`src/assert_macros.svh`:
```
// Assertion macros used by the top-level RTL file.
// Depends on nothing; taken in by `include where assertions are written.
`ifndef ASSERT_MACROS_SVH
`define ASSERT_MACROS_SVH

`ifndef SYNTH
`define ASSERT_CLK(label, clk, rst_n, prop) \
    label: assert property (@(posedge clk) disable iff (!rst_n) (prop)) \
        else $error("assertion failed");
`define ASSERT_NEXT(label, clk, rst_n, cond, prop) \
    label: assert property (@(posedge clk) disable iff (!rst_n) (cond) |=> (prop)) \
        else $error("assertion failed");
`else
`define ASSERT_CLK(label, clk, rst_n, prop)
`define ASSERT_NEXT(label, clk, rst_n, cond, prop)
`endif

`endif

```
`src/mrsi_pkg.sv`:
```
// Shared types and constants of the multi-region spectrum integrator.
// Depends on nothing; used by every module of the block.
package mrsi_pkg;

    localparam int REGION_COUNT_DEF = 4;
    localparam int MAX_POINTS_DEF   = 65536;

    localparam int NUM_REGIONS = 4;
    localparam int REG_COUNT   = 2 * NUM_REGIONS;
    localparam int REG_IDX_W   = $clog2(REG_COUNT);
    localparam int ADDR_W      = REG_IDX_W + 2;
    localparam int APB_DATA_W  = 32;

    localparam int SAMPLE_W = 24;
    localparam int SUM_W    = 40;
    localparam int BOUND_W  = 16;
    localparam int CMP_W    = BOUND_W + 1;

    typedef logic [BOUND_W-1:0]         t_bound;
    typedef logic signed [SAMPLE_W-1:0] t_sample;
    typedef logic signed [SUM_W-1:0]    t_sum;
    typedef logic [CMP_W-1:0]           t_cmp_idx;

    typedef struct packed {
        logic fire;
        logic last;
        logic live;
    } t_lane_ctl;

endpackage

```
`src/mrsi_cfg.sv`:
```
// APB register file holding the start and end bound of each region.
// Depends on mrsi_pkg.
module mrsi_cfg (
    input  logic                              i_clk,
    input  logic                              i_rst_n,
    input  logic                              psel,
    input  logic                              penable,
    input  logic                              pwrite,
    input  logic [mrsi_pkg::ADDR_W-1:0]       paddr,
    input  logic [mrsi_pkg::APB_DATA_W-1:0]   pwdata,
    output logic [mrsi_pkg::APB_DATA_W-1:0]   prdata,
    output logic                              pready,
    output mrsi_pkg::t_bound                  o_start [mrsi_pkg::NUM_REGIONS],
    output mrsi_pkg::t_bound                  o_end   [mrsi_pkg::NUM_REGIONS]
);
    import mrsi_pkg::*;

    t_bound               r_regs [REG_COUNT];
    logic [REG_IDX_W-1:0] w_idx;
    logic                 w_wr;

    assign w_idx  = paddr[ADDR_W-1:2];
    assign w_wr   = psel && penable && pwrite;
    assign pready = 1'b1;
    assign prdata = APB_DATA_W'(r_regs[w_idx]);

    always_ff @(posedge i_clk) begin
        if (!i_rst_n) begin
            for (int i = 0; i < REG_COUNT; i++) begin
                r_regs[i] <= '0;
            end
        end else if (w_wr && pready) begin
            r_regs[w_idx] <= pwdata[BOUND_W-1:0];
        end
    end

    always_comb begin
        for (int r = 0; r < NUM_REGIONS; r++) begin
            o_start[r] = r_regs[2*r];
            o_end[r]   = r_regs[2*r+1];
        end
    end

endmodule

```
`src/mrsi_lane.sv`:
```
// One region lane: bound ordering, index window test and 40-bit accumulator.
// Depends on mrsi_pkg.
module mrsi_lane (
    input  logic                 i_clk,
    input  logic                 i_rst_n,
    input  mrsi_pkg::t_lane_ctl  i_ctl,
    input  mrsi_pkg::t_cmp_idx   i_idx,
    input  mrsi_pkg::t_sample    i_sample,
    input  mrsi_pkg::t_bound     i_start,
    input  mrsi_pkg::t_bound     i_end,
    output mrsi_pkg::t_sum       o_sum,
    output mrsi_pkg::t_bound     o_hi
);
    import mrsi_pkg::*;

    t_sum   r_acc;
    t_sum   n_acc;
    t_sum   w_sext;
    t_bound w_lo;
    logic   w_hit;

    assign w_lo   = (i_end < i_start) ? i_end : i_start;
    assign o_hi   = (i_end < i_start) ? i_start : i_end;
    assign w_hit  = i_ctl.live && (i_idx >= CMP_W'(w_lo)) && (i_idx < CMP_W'(o_hi));
    assign w_sext = {{(SUM_W-SAMPLE_W){i_sample[SAMPLE_W-1]}}, i_sample};
    assign o_sum  = w_hit ? t_sum'(r_acc + w_sext) : r_acc;
    assign n_acc  = i_ctl.last ? '0 : o_sum;

    always_ff @(posedge i_clk) begin
        if (!i_rst_n) begin
            r_acc <= '0;
        end else if (i_ctl.fire) begin
            r_acc <= n_acc;
        end
    end

endmodule

```
`src/multi_region_spectrum_integrator_core.sv`:
```
// Top level of the multi-region spectrum integrator: input register, region lanes,
// result register. Depends on mrsi_pkg, mrsi_cfg, mrsi_lane and assert_macros.svh.
//
//   channel | handshake                   | words
//   --------+-----------------------------+------------------------------------
//   input   | i_in_valid / o_in_ready     | i_sample_real, i_last_point
//   output  | o_out_valid / i_out_ready   | o_region0..3_sum, o_too_short
//   config  | psel penable pwrite / pready| paddr, pwdata, prdata
//
// One word accepted per cycle unless a last word waits on a stalled result. Each word
// passes the input register and one add per region; last sums load the result register.
// Synchronous active-low reset clears bounds, index, accumulators and valids.
// A stalled result holds the output register; only a last word then waits in the
// input register, while non-last words keep flowing.
`include "assert_macros.svh"

module multi_region_spectrum_integrator_core #(
    parameter int REGION_COUNT = mrsi_pkg::REGION_COUNT_DEF,
    parameter int MAX_POINTS   = mrsi_pkg::MAX_POINTS_DEF
) (
    input  logic                            i_clk,
    input  logic                            i_rst_n,
    input  logic                            i_in_valid,
    output logic                            o_in_ready,
    input  mrsi_pkg::t_sample               i_sample_real,
    input  logic                            i_last_point,
    output logic                            o_out_valid,
    input  logic                            i_out_ready,
    output mrsi_pkg::t_sum                  o_region0_sum,
    output mrsi_pkg::t_sum                  o_region1_sum,
    output mrsi_pkg::t_sum                  o_region2_sum,
    output mrsi_pkg::t_sum                  o_region3_sum,
    output logic                            o_too_short,
    input  logic                            psel,
    input  logic                            penable,
    input  logic                            pwrite,
    input  logic [mrsi_pkg::ADDR_W-1:0]     paddr,
    input  logic [mrsi_pkg::APB_DATA_W-1:0] pwdata,
    output logic [mrsi_pkg::APB_DATA_W-1:0] prdata,
    output logic                            pready
);
    import mrsi_pkg::*;

    localparam int IDX_W = $clog2(MAX_POINTS + 1);

    t_bound     w_start [NUM_REGIONS];
    t_bound     w_end   [NUM_REGIONS];
    t_sum       w_sum   [NUM_REGIONS];
    t_bound     w_hi    [NUM_REGIONS];
    t_bound     w_maxend;

    logic       r_in_valid;
    t_sample    r_in_sample;
    logic       r_in_last;

    logic [IDX_W-1:0] r_idx;
    logic [IDX_W-1:0] n_idx;
    logic       w_live;
    logic       w_out_free;
    logic       w_fire;
    t_lane_ctl  w_ctl;

    logic       r_out_valid;
    t_sum       r_out_sum [NUM_REGIONS];
    logic       r_out_short;

    mrsi_cfg u_cfg (
        .i_clk   (i_clk),
        .i_rst_n (i_rst_n),
        .psel    (psel),
        .penable (penable),
        .pwrite  (pwrite),
        .paddr   (paddr),
        .pwdata  (pwdata),
        .prdata  (prdata),
        .pready  (pready),
        .o_start (w_start),
        .o_end   (w_end)
    );

    assign w_out_free = !r_out_valid || i_out_ready;
    assign w_fire     = r_in_valid && (!r_in_last || w_out_free);
    assign o_in_ready = !r_in_valid || w_fire;

    assign w_live = r_idx < IDX_W'(MAX_POINTS);
    assign n_idx  = w_live ? IDX_W'(r_idx + 1'b1) : r_idx;

    assign w_ctl.fire = w_fire;
    assign w_ctl.last = r_in_last;
    assign w_ctl.live = w_live;

    for (genvar g = 0; g < NUM_REGIONS; g++) begin : g_lane
        if (g < REGION_COUNT) begin : g_on
            mrsi_lane u_lane (
                .i_clk    (i_clk),
                .i_rst_n  (i_rst_n),
                .i_ctl    (w_ctl),
                .i_idx    (CMP_W'(r_idx)),
                .i_sample (r_in_sample),
                .i_start  (w_start[g]),
                .i_end    (w_end[g]),
                .o_sum    (w_sum[g]),
                .o_hi     (w_hi[g])
            );
        end else begin : g_off
            assign w_sum[g] = '0;
            assign w_hi[g]  = '0;
        end
    end

    always_comb begin
        w_maxend = '0;
        for (int r = 0; r < NUM_REGIONS; r++) begin
            if (w_hi[r] > w_maxend) begin
                w_maxend = w_hi[r];
            end
        end
    end

    always_ff @(posedge i_clk) begin
        if (!i_rst_n) begin
            r_in_valid <= 1'b0;
        end else if (o_in_ready) begin
            r_in_valid <= i_in_valid;
        end
    end

    always_ff @(posedge i_clk) begin
        if (i_in_valid && o_in_ready) begin
            r_in_sample <= i_sample_real;
            r_in_last   <= i_last_point;
        end
    end

    always_ff @(posedge i_clk) begin
        if (!i_rst_n) begin
            r_idx <= '0;
        end else if (w_fire) begin
            r_idx <= r_in_last ? '0 : n_idx;
        end
    end

    always_ff @(posedge i_clk) begin
        if (!i_rst_n) begin
            r_out_valid <= 1'b0;
        end else if (w_fire && r_in_last) begin
            r_out_valid <= 1'b1;
        end else if (i_out_ready) begin
            r_out_valid <= 1'b0;
        end
    end

    always_ff @(posedge i_clk) begin
        if (w_fire && r_in_last) begin
            r_out_sum   <= w_sum;
            r_out_short <= CMP_W'(n_idx) <= CMP_W'(w_maxend);
        end
    end

    assign o_out_valid   = r_out_valid;
    assign o_region0_sum = r_out_sum[0];
    assign o_region1_sum = r_out_sum[1];
    assign o_region2_sum = r_out_sum[2];
    assign o_region3_sum = r_out_sum[3];
    assign o_too_short   = r_out_short;

    `ASSERT_CLK(a_idx_range, i_clk, i_rst_n, r_idx <= IDX_W'(MAX_POINTS))
    `ASSERT_NEXT(a_last_gives_result, i_clk, i_rst_n, w_fire && r_in_last, o_out_valid && (r_idx == '0))
    `ASSERT_NEXT(a_no_result_midstream, i_clk, i_rst_n, w_fire && !r_in_last && !r_out_valid, !o_out_valid)

endmodule
```
`config.mk`:
```
export PLATFORM = sky130hd
export DESIGN_NAME = multi_region_spectrum_integrator_core
export DESIGN_NICKNAME = d
export VERILOG_FILES = /design/src/mrsi_pkg.sv /design/src/mrsi_cfg.sv /design/src/mrsi_lane.sv /design/src/multi_region_spectrum_integrator_core.sv
export VERILOG_INCLUDE_DIRS = /design/src /design/src/src
export SDC_FILE = /design/constraint.sdc
export NUM_CORES = 2
export LEC_CHECK = 0
export BUFFER_PORTS_ARGS = -buffer_cell sky130_fd_sc_hd__buf_2
export CAP_MARGIN = 20
export CORE_ASPECT_RATIO = 1.2
export CORE_UTILIZATION = 40
export DETAILED_ROUTE_END_ITERATION = 8
export GPL_TIMING_DRIVEN = 0
export PLACE_DENSITY = 0.61
export SYNTH_ARGS = -nofsm -noshare
export SYNTH_HDL_FRONTEND = slang
export SYNTH_SLANG_ARGS = --single-unit
```
`constraint.sdc`:
```
create_clock -name i_clk -period 18.61 [get_ports i_clk]
set_clock_uncertainty 0.05 [all_clocks]
set_input_delay 2.7915 -clock i_clk [delete_from_list [all_inputs] [get_ports i_clk]]
set_output_delay 2.7915 -clock i_clk [all_outputs]
set_load 0.05 [all_outputs]
```
Yosys cells after proc, flatten, opt, wreduce, memory -nomap -nowiden

Memories as Yosys holds them, arrays and structs flattened.
Index checks and enable logic that the tools add are counted.

Add/subtract/negate cells: 5
Muxes and demuxes: 31
Reductions and logical operators: 21
Order comparisons: 18

Operators by type and width:

| kind                                                 | number |
|---|---|
| 2-to-1 mux 40 bit                                    | 8 |
| 2-to-1 mux 16 bit                                    | 13 |
| adder 40 x 24 -> 40 bit                              | 4 |
| greater-or-equal comparator 17 x 16 -> 1 bit         | 4 |
| less-than comparator 17 x 16 -> 1 bit                | 4 |
| less-than comparator 16 bit                          | 4 |
| > comparator 16 bit                                  | 3 |
| 2-to-1 mux 17 bit                                    | 2 |
| adder 17 x 1 -> 17 bit (second input constant)       | 1 |
| <= comparator 17 x 16 -> 1 bit                       | 1 |
| less-than comparator 17 bit (second input constant)  | 1 |
| > comparator 16 x 1 -> 1 bit (second input constant) | 1 |
| OR reduction 16 bit                                  | 1 |
| logical AND 1 bit                                    | 13 |
| 2-to-1 mux 1 bit                                     | 7 |
| logical NOT 1 bit                                    | 3 |
| logical OR 1 bit                                     | 3 |
| 2-to-1 mux 3 bit                                     | 1 |
| nonzero test 2 bit                                   | 1 |

Input bits: 69
Memories: 1
Bits in writable memories: 128
Flip-flop bits (word level): 365
Output and inout port bits: 196
Word-level logic and storage cells: 90

Memory list:

| memory       | words | width | rd ports | clocked after Yosys merged registers in | write ports | RTL line       | text |
|---|---|---|---|---|---|---|---|
| u_cfg.r_regs | 8     | 16    | 9        | 0                                       | 8           | mrsi_cfg.sv:18 | `t_bound r_regs [REG_COUNT];` |

Depth between registers and ports, before layout

An unclocked memory read counts as a cell.

Depth in word-level cells: 12
Gate-level depth with buffers: 57
Mapped depth without buffers: 51

Cells and area by module

A second synthesis with hierarchy kept.

Cell total of the unflattened synthesis: 3,636
Area, all modules: 36,431.2 um^2

Modules (own cells, without submodules):

| module                                | cells an instance | instances | area an instance (um^2) | sequential area each (um^2) |
|---|---|---|---|---|
| mrsi_lane (g_lane[1].g_on.u_lane ...) | 616               | 2         | 5,119.9                 | 800.8 |
| multi_region_spectrum_integrator_core | 646               | 1         | 9,007.4                 | 5,965.7 |
| mrsi_cfg                              | 369               | 1         | 6,082.1                 | 3,843.7 |
| mrsi_lane (g_lane[3].g_on.u_lane)     | 697               | 1         | 5,600.4                 | 800.8 |
| mrsi_lane (g_lane[0].g_on.u_lane)     | 692               | 1         | 5,501.5                 | 800.8 |

Worst setup path after synthesis

OpenSTA, ideal clock, no wires.

Kind: reg2reg
Start: memory u_cfg.r_regs[3][15] (netlist name)
End: register r_out_short (netlist: o_too_short) (data pin)
Path buffers: 5
Slack: 8,519 ps
Clock period less this slack: 10,091 ps
Library setup time: 152 ps
Cell stages (with the launch flop): 52
Data arrival time: 9,889 ps
Data required time: 18,408 ps
Cell sequence: edfxtp_1 > ha_1 > nand3_1 > or4_1 > or4_4 > nand3_2 > buf_1 > nor2_1 > a21oi_1 > inv_1 > ha_1 > a2111oi_0 > a31oi_1 > o21ai_0 > clkbuf_1 > clkbuf_1 > nand2_1 > o21ai_0 > (+16 left out) > nand2_1 > a21oi_1 > nand3_1 > o21ai_1 > clkbuf_1 > mux2_2 > ha_1 > nor2b_1 > o21a_1 > o21ai_0 > nand2b_1 > a21oi_1 > nor2b_1 > o21ai_0 > a21oi_1 > o31ai_1 > a21oi_1 > o21ai_0

RTL lines:

| what                 | RTL line                                     | text |
|---|---|---|
| start, declared      | mrsi_cfg.sv:18                               |  |
| end signal, assigned | multi_region_spectrum_integrator_core.sv:156 | `r_out_short <= CMP_W'(n_idx) <= CMP_W'(w_maxend);` |
| end, declared        | multi_region_spectrum_integrator_core.sv:65  | `logic r_out_short;` |

==> parameters.txt <==
Parameter                              Value

Drt
  Number of vias after detailed routing    a little under 30,000
  Detail Route Antenna Nets    0
  Number of DRC markers after the initial detailed-route iteration    2,533
  Drt via density    about 5.9
  Detailed-route wire length    ~120,000 um
  Post-detailed-route DRC marker count    0
  Wire length per cell after detailed routing    between 20 and 25 um
  TritonRoute pass-1 iters    6

Synth
  Share of synthesized flip-flops with an asynchronous set or reset    0
  Number of enable flip-flop cells after synthesis    around 310
  Proportion of synthesized chip area in sequential cells    0.371
  Mean instance size in the synthesized netlist    between 9 and 10 um2
  Netlist Area Pre-Place    approximately 35,000 um2
  Number of flip-flops and latches in the synthesized netlist    between 400 and 500
  Warning count from the yosys run    0
  Synth Flop Type    sky130_fd_sc_hd__edfxtp_1
  Number of instances in the synthesized netlist    roughly 3,600
  Distinct cell type count after synthesis    83

Die
  Total Die Area    slightly below 90,000 um2
  CORE AREA    ~87,000 um2
  Count of standard-cell rows    ~120
  Die W    roughly 270 um
  Die Ht    327 um
  Top Ports    between 200 and 300
  Starting density of the core    0.405

Clocking
  CTS clk-pin slew, worst paths    roughly 0.070 ns
  H-Tree Depth    2
  CTS tree    yes
  Worst skew pair latency    roughly 0.65 ns
  # resized after CTS    0
  TritonCTS Buffers    54
  Number of clock sinks    slightly below 500
  Buffer type at the clock tree root    sky130_fd_sc_hd__clkbuf_16
  Largest buffer count on any clock path    3
  Setup Fix Bufs, Post-CTS    0
  CTS Hold Bufs    0

Critical path
  Critical path's top delay family    compound AO/OA/AOI/OAI gates
  Largest fanout on the critical path    10
  Cell mode on critical path    sky130_fd_sc_hd__o21ai_0
  Highest cell delay on the worst timing path    ~0.59 ns
  Standard cell with the maximum stage delay on the critical path    sky130_fd_sc_hd__o21ai_0
  Endpoint kind of the worst setup timing path    flip-flop
  Worst reg2reg path startpoint    u_cfg.r_regs[2][13]$_SDFFCE_PN0P_
  Type of the worst setup path    reg -> reg
  Critical path origin    u_cfg.r_regs[2][13]$_SDFFCE_PN0P_
  Worst Path Required    18.98 ns
  Worst path buffer plus inverter count    7
  Category of the worst setup path launch point    flip-flop
  Crit path DAT    around 13 ns

STA
  Fin crit share    0.689
  Worst slew slack as a fraction of its limit    0.235
  Setup repair after global routing missed its margin    false
  Final critical path time including I/O delays and setup    between 10 and 15 ns
  Transition time of the tightest slew-check pin    approximately 1.1 ns
  Peak clock frequency supported by timing    between 70 and 80 MHz
  Worst hold slack    roughly 0.44 ns
  Post-route setup TNS    0 ns
  Number of hold violations in the final report    0
  Setup-failing EPs final    0
  Final max-slew violation count    0

Finish
  Area delta synth->final    13.0%
  Top library cells by usage in the layout, fill and taps aside    403 x sky130_fd_sc_hd__ha_1, 314 x sky130_fd_sc_hd__edfxtp_1, 260 x sky130_fd_sc_hd__a21oi_1
  Ratio of cells with drive above 1 in the final layout    0.137
  Antenna diode count    0
  Net total in the final layout    about 4,400
  Most frequent standard cell in the layout excluding fill and tap cells    sky130_fd_sc_hd__ha_1

Global route
  Global route total overflow    0
  Pin count of the biggest net entering global routing    63
  Antenna violations before repair    2
  Gr usage total    0.267
  Number of global-route vias before repair    approximately 28,000
  Wire length of the first global-routing pass    between 150,000 and 200,000 um

Pwr
  Reported net switching power    between 900 and 1000 uW
  Share of power burned in combinational logic    0.248
  Power per cell area    77.0 nW/um2
  Share of total power in sequential cells    0.404
  Internal power of the cells    slightly above 2000 uW
  Switching share of power    0.326
  Peak supply drop    ~75 uV
  Power share of the clock group    0.348
  Leakage power total    0.0178 uW

Placement
  IO buf count    about 230
  Sum of net half-perimeters after detailed placement    94,100 um
  RePlAce Congestion    between 0.9 and 1

Run status
  Result of the run    completed

Worst hold path
  Hold Crit Start    g_lane[0].g_on.u_lane.r_acc[15]$_SDFFE_PN0P_
  Hold Crit Class    reg -> reg

Flow run
  Max-cap viol count    0
## worst register-to-register path, delay by kind of cell, from the launching register on
kind	cells	cell delay (ns)
adder cells (fa/ha/maj)	5	1.50
multiplexers	2	0.75
AND/OR/NAND/NOR	14	2.26
buffers and inverters	7	2.16
AO/OA/AOI/OAI	24	5.37
flip-flops	1	0.47
## cell families after synthesis
family | count (synthesis) | share of synthesized area
fa+ha+maj | 408 | 0.146
other cells | 2 | 0.000214
xor+xnor | 161 | 0.0402
compound gates | 1015 | 0.191
mux | 250 | 0.0781
buf+inv | 323 | 0.0371
simple gates | 914 | 0.137
flops | 493 | 0.371
## stage by stage
| stage | total power [uW] | utilization | cell area (um2) | worst slack [ns] | std cells |
|---|---|---|---|---|---|
| floorplan | 1770 | - | 35200 | 8.52 | 3581 |
| global route | 3170 | 0.458 | 39700 | 4.88 | 5061 |
| detailed placement | 2000 | 0.438 | 38000 | 5.92 | 4959 |
| CTS | 3060 | 0.458 | 39700 | 5.92 | 5060 |
| global placement | 1990 | 0.435 | 37700 | 5.85 | 4950 |
| finish | 3050 | 0.458 | 39700 | 5.80 | 5061 |
## power by group through the flow
stage	Clock, uW	Sequential, uW	Combinational [uW]
floorplan	0	1250	515
global placement	0	1260	732
detailed placement	0	1260	743
CTS	1080	1230	747
global route	1110	1230	821
finish	1060	1230	757
## cell usage after synthesis, types with 9 or more instances
cell | count | share of area
sky130_fd_sc_hd__mux2_4 | 9 | 0.0038
sky130_fd_sc_hd__o211ai_1 | 16 | 0.0034
sky130_fd_sc_hd__a21boi_0 | 11 | 0.0024
sky130_fd_sc_hd__nor2_1 | 146 | 0.016
sky130_fd_sc_hd__nor3_1 | 32 | 0.0046
sky130_fd_sc_hd__a32o_1 | 18 | 0.0051
sky130_fd_sc_hd__o21ai_0 | 184 | 0.026
sky130_fd_sc_hd__mux2_2 | 155 | 0.050
sky130_fd_sc_hd__buf_4 | 17 | 0.0036
sky130_fd_sc_hd__ha_1 | 403 | 0.14
sky130_fd_sc_hd__nand2b_1 | 28 | 0.0050
sky130_fd_sc_hd__o21a_1 | 35 | 0.0075
sky130_fd_sc_hd__a22o_1 | 36 | 0.0090
sky130_fd_sc_hd__edfxtp_1 | 314 | 0.27
sky130_fd_sc_hd__mux2i_1 | 86 | 0.025
sky130_fd_sc_hd__a22oi_1 | 170 | 0.036
sky130_fd_sc_hd__o21bai_1 | 17 | 0.0036
sky130_fd_sc_hd__a211oi_1 | 21 | 0.0045
sky130_fd_sc_hd__clkbuf_1 | 133 | 0.014
sky130_fd_sc_hd__and2_1 | 11 | 0.0020
sky130_fd_sc_hd__nand3_1 | 64 | 0.0091
sky130_fd_sc_hd__buf_2 | 16 | 0.0023
sky130_fd_sc_hd__buf_1 | 9 | 0.00096
sky130_fd_sc_hd__dfxtp_1 | 179 | 0.10
sky130_fd_sc_hd__a21o_1 | 133 | 0.028
sky130_fd_sc_hd__inv_1 | 146 | 0.016
sky130_fd_sc_hd__o31ai_1 | 9 | 0.0019
sky130_fd_sc_hd__nand2_1 | 196 | 0.021
sky130_fd_sc_hd__nor4_1 | 13 | 0.0023
sky130_fd_sc_hd__nand4_1 | 76 | 0.014
sky130_fd_sc_hd__and3_1 | 145 | 0.026
sky130_fd_sc_hd__nor2b_1 | 145 | 0.026
sky130_fd_sc_hd__a31oi_1 | 21 | 0.0037
sky130_fd_sc_hd__a2111oi_0 | 9 | 0.0022
sky130_fd_sc_hd__or3_1 | 17 | 0.0030
sky130_fd_sc_hd__xnor2_1 | 101 | 0.025
sky130_fd_sc_hd__a21oi_1 | 260 | 0.037
sky130_fd_sc_hd__xor2_1 | 60 | 0.015
## routing by layer
layer	routed length, um	up-vias	global-route usage
li1	-	14100	-
met1	47900	14300	0.322
met5	0	-	0
met4	7020	0	0.139
met3	8600	300	0.0426
met2	58900	1148	0.454
## path summary, 6_finish.rpt
path,to,slack [ns],cells after the start
worst max-delay path,o_too_short$_DFFE_PP_,5.80,52
worst max register to register,o_too_short$_DFFE_PP_,5.80,52
worst min-delay path,g_lane[0].g_on.u_lane.r_acc[15]$_SDFFE_PN0P_,0.44,2
worst min register to register,g_lane[0].g_on.u_lane.r_acc[15]$_SDFFE_PN0P_,0.44,2
## sequential cells by signal, summed over array words and instances, names as in the netlist, 17 cells and up
signal / count
r_idx: 17
r_in_sample: 24
o_region0_sum: 40
o_region3_sum: 40
o_region2_sum: 40
g_lane.g_on.u_lane.r_acc: 160
o_region1_sum: 40
u_cfg.r_regs: 128
## layout make-up
| type | count | area [um2] |
|---|---|---|
| inverters | 147 | 552 |
| repair buffers | 239 | 1340 |
| plain buffers | 176 | 752 |
| multi-input cells | 2765 | 20900 |
| clock buffers | 73 | 1460 |
| flip-flops and latches | 493 | 13000 |
| clock inverters | 28 | 248 |
| fillers | 8350 | 47000 |
| well taps | 1140 | 1430 |
Note: power is estimated with default switching activity, not from simulation.
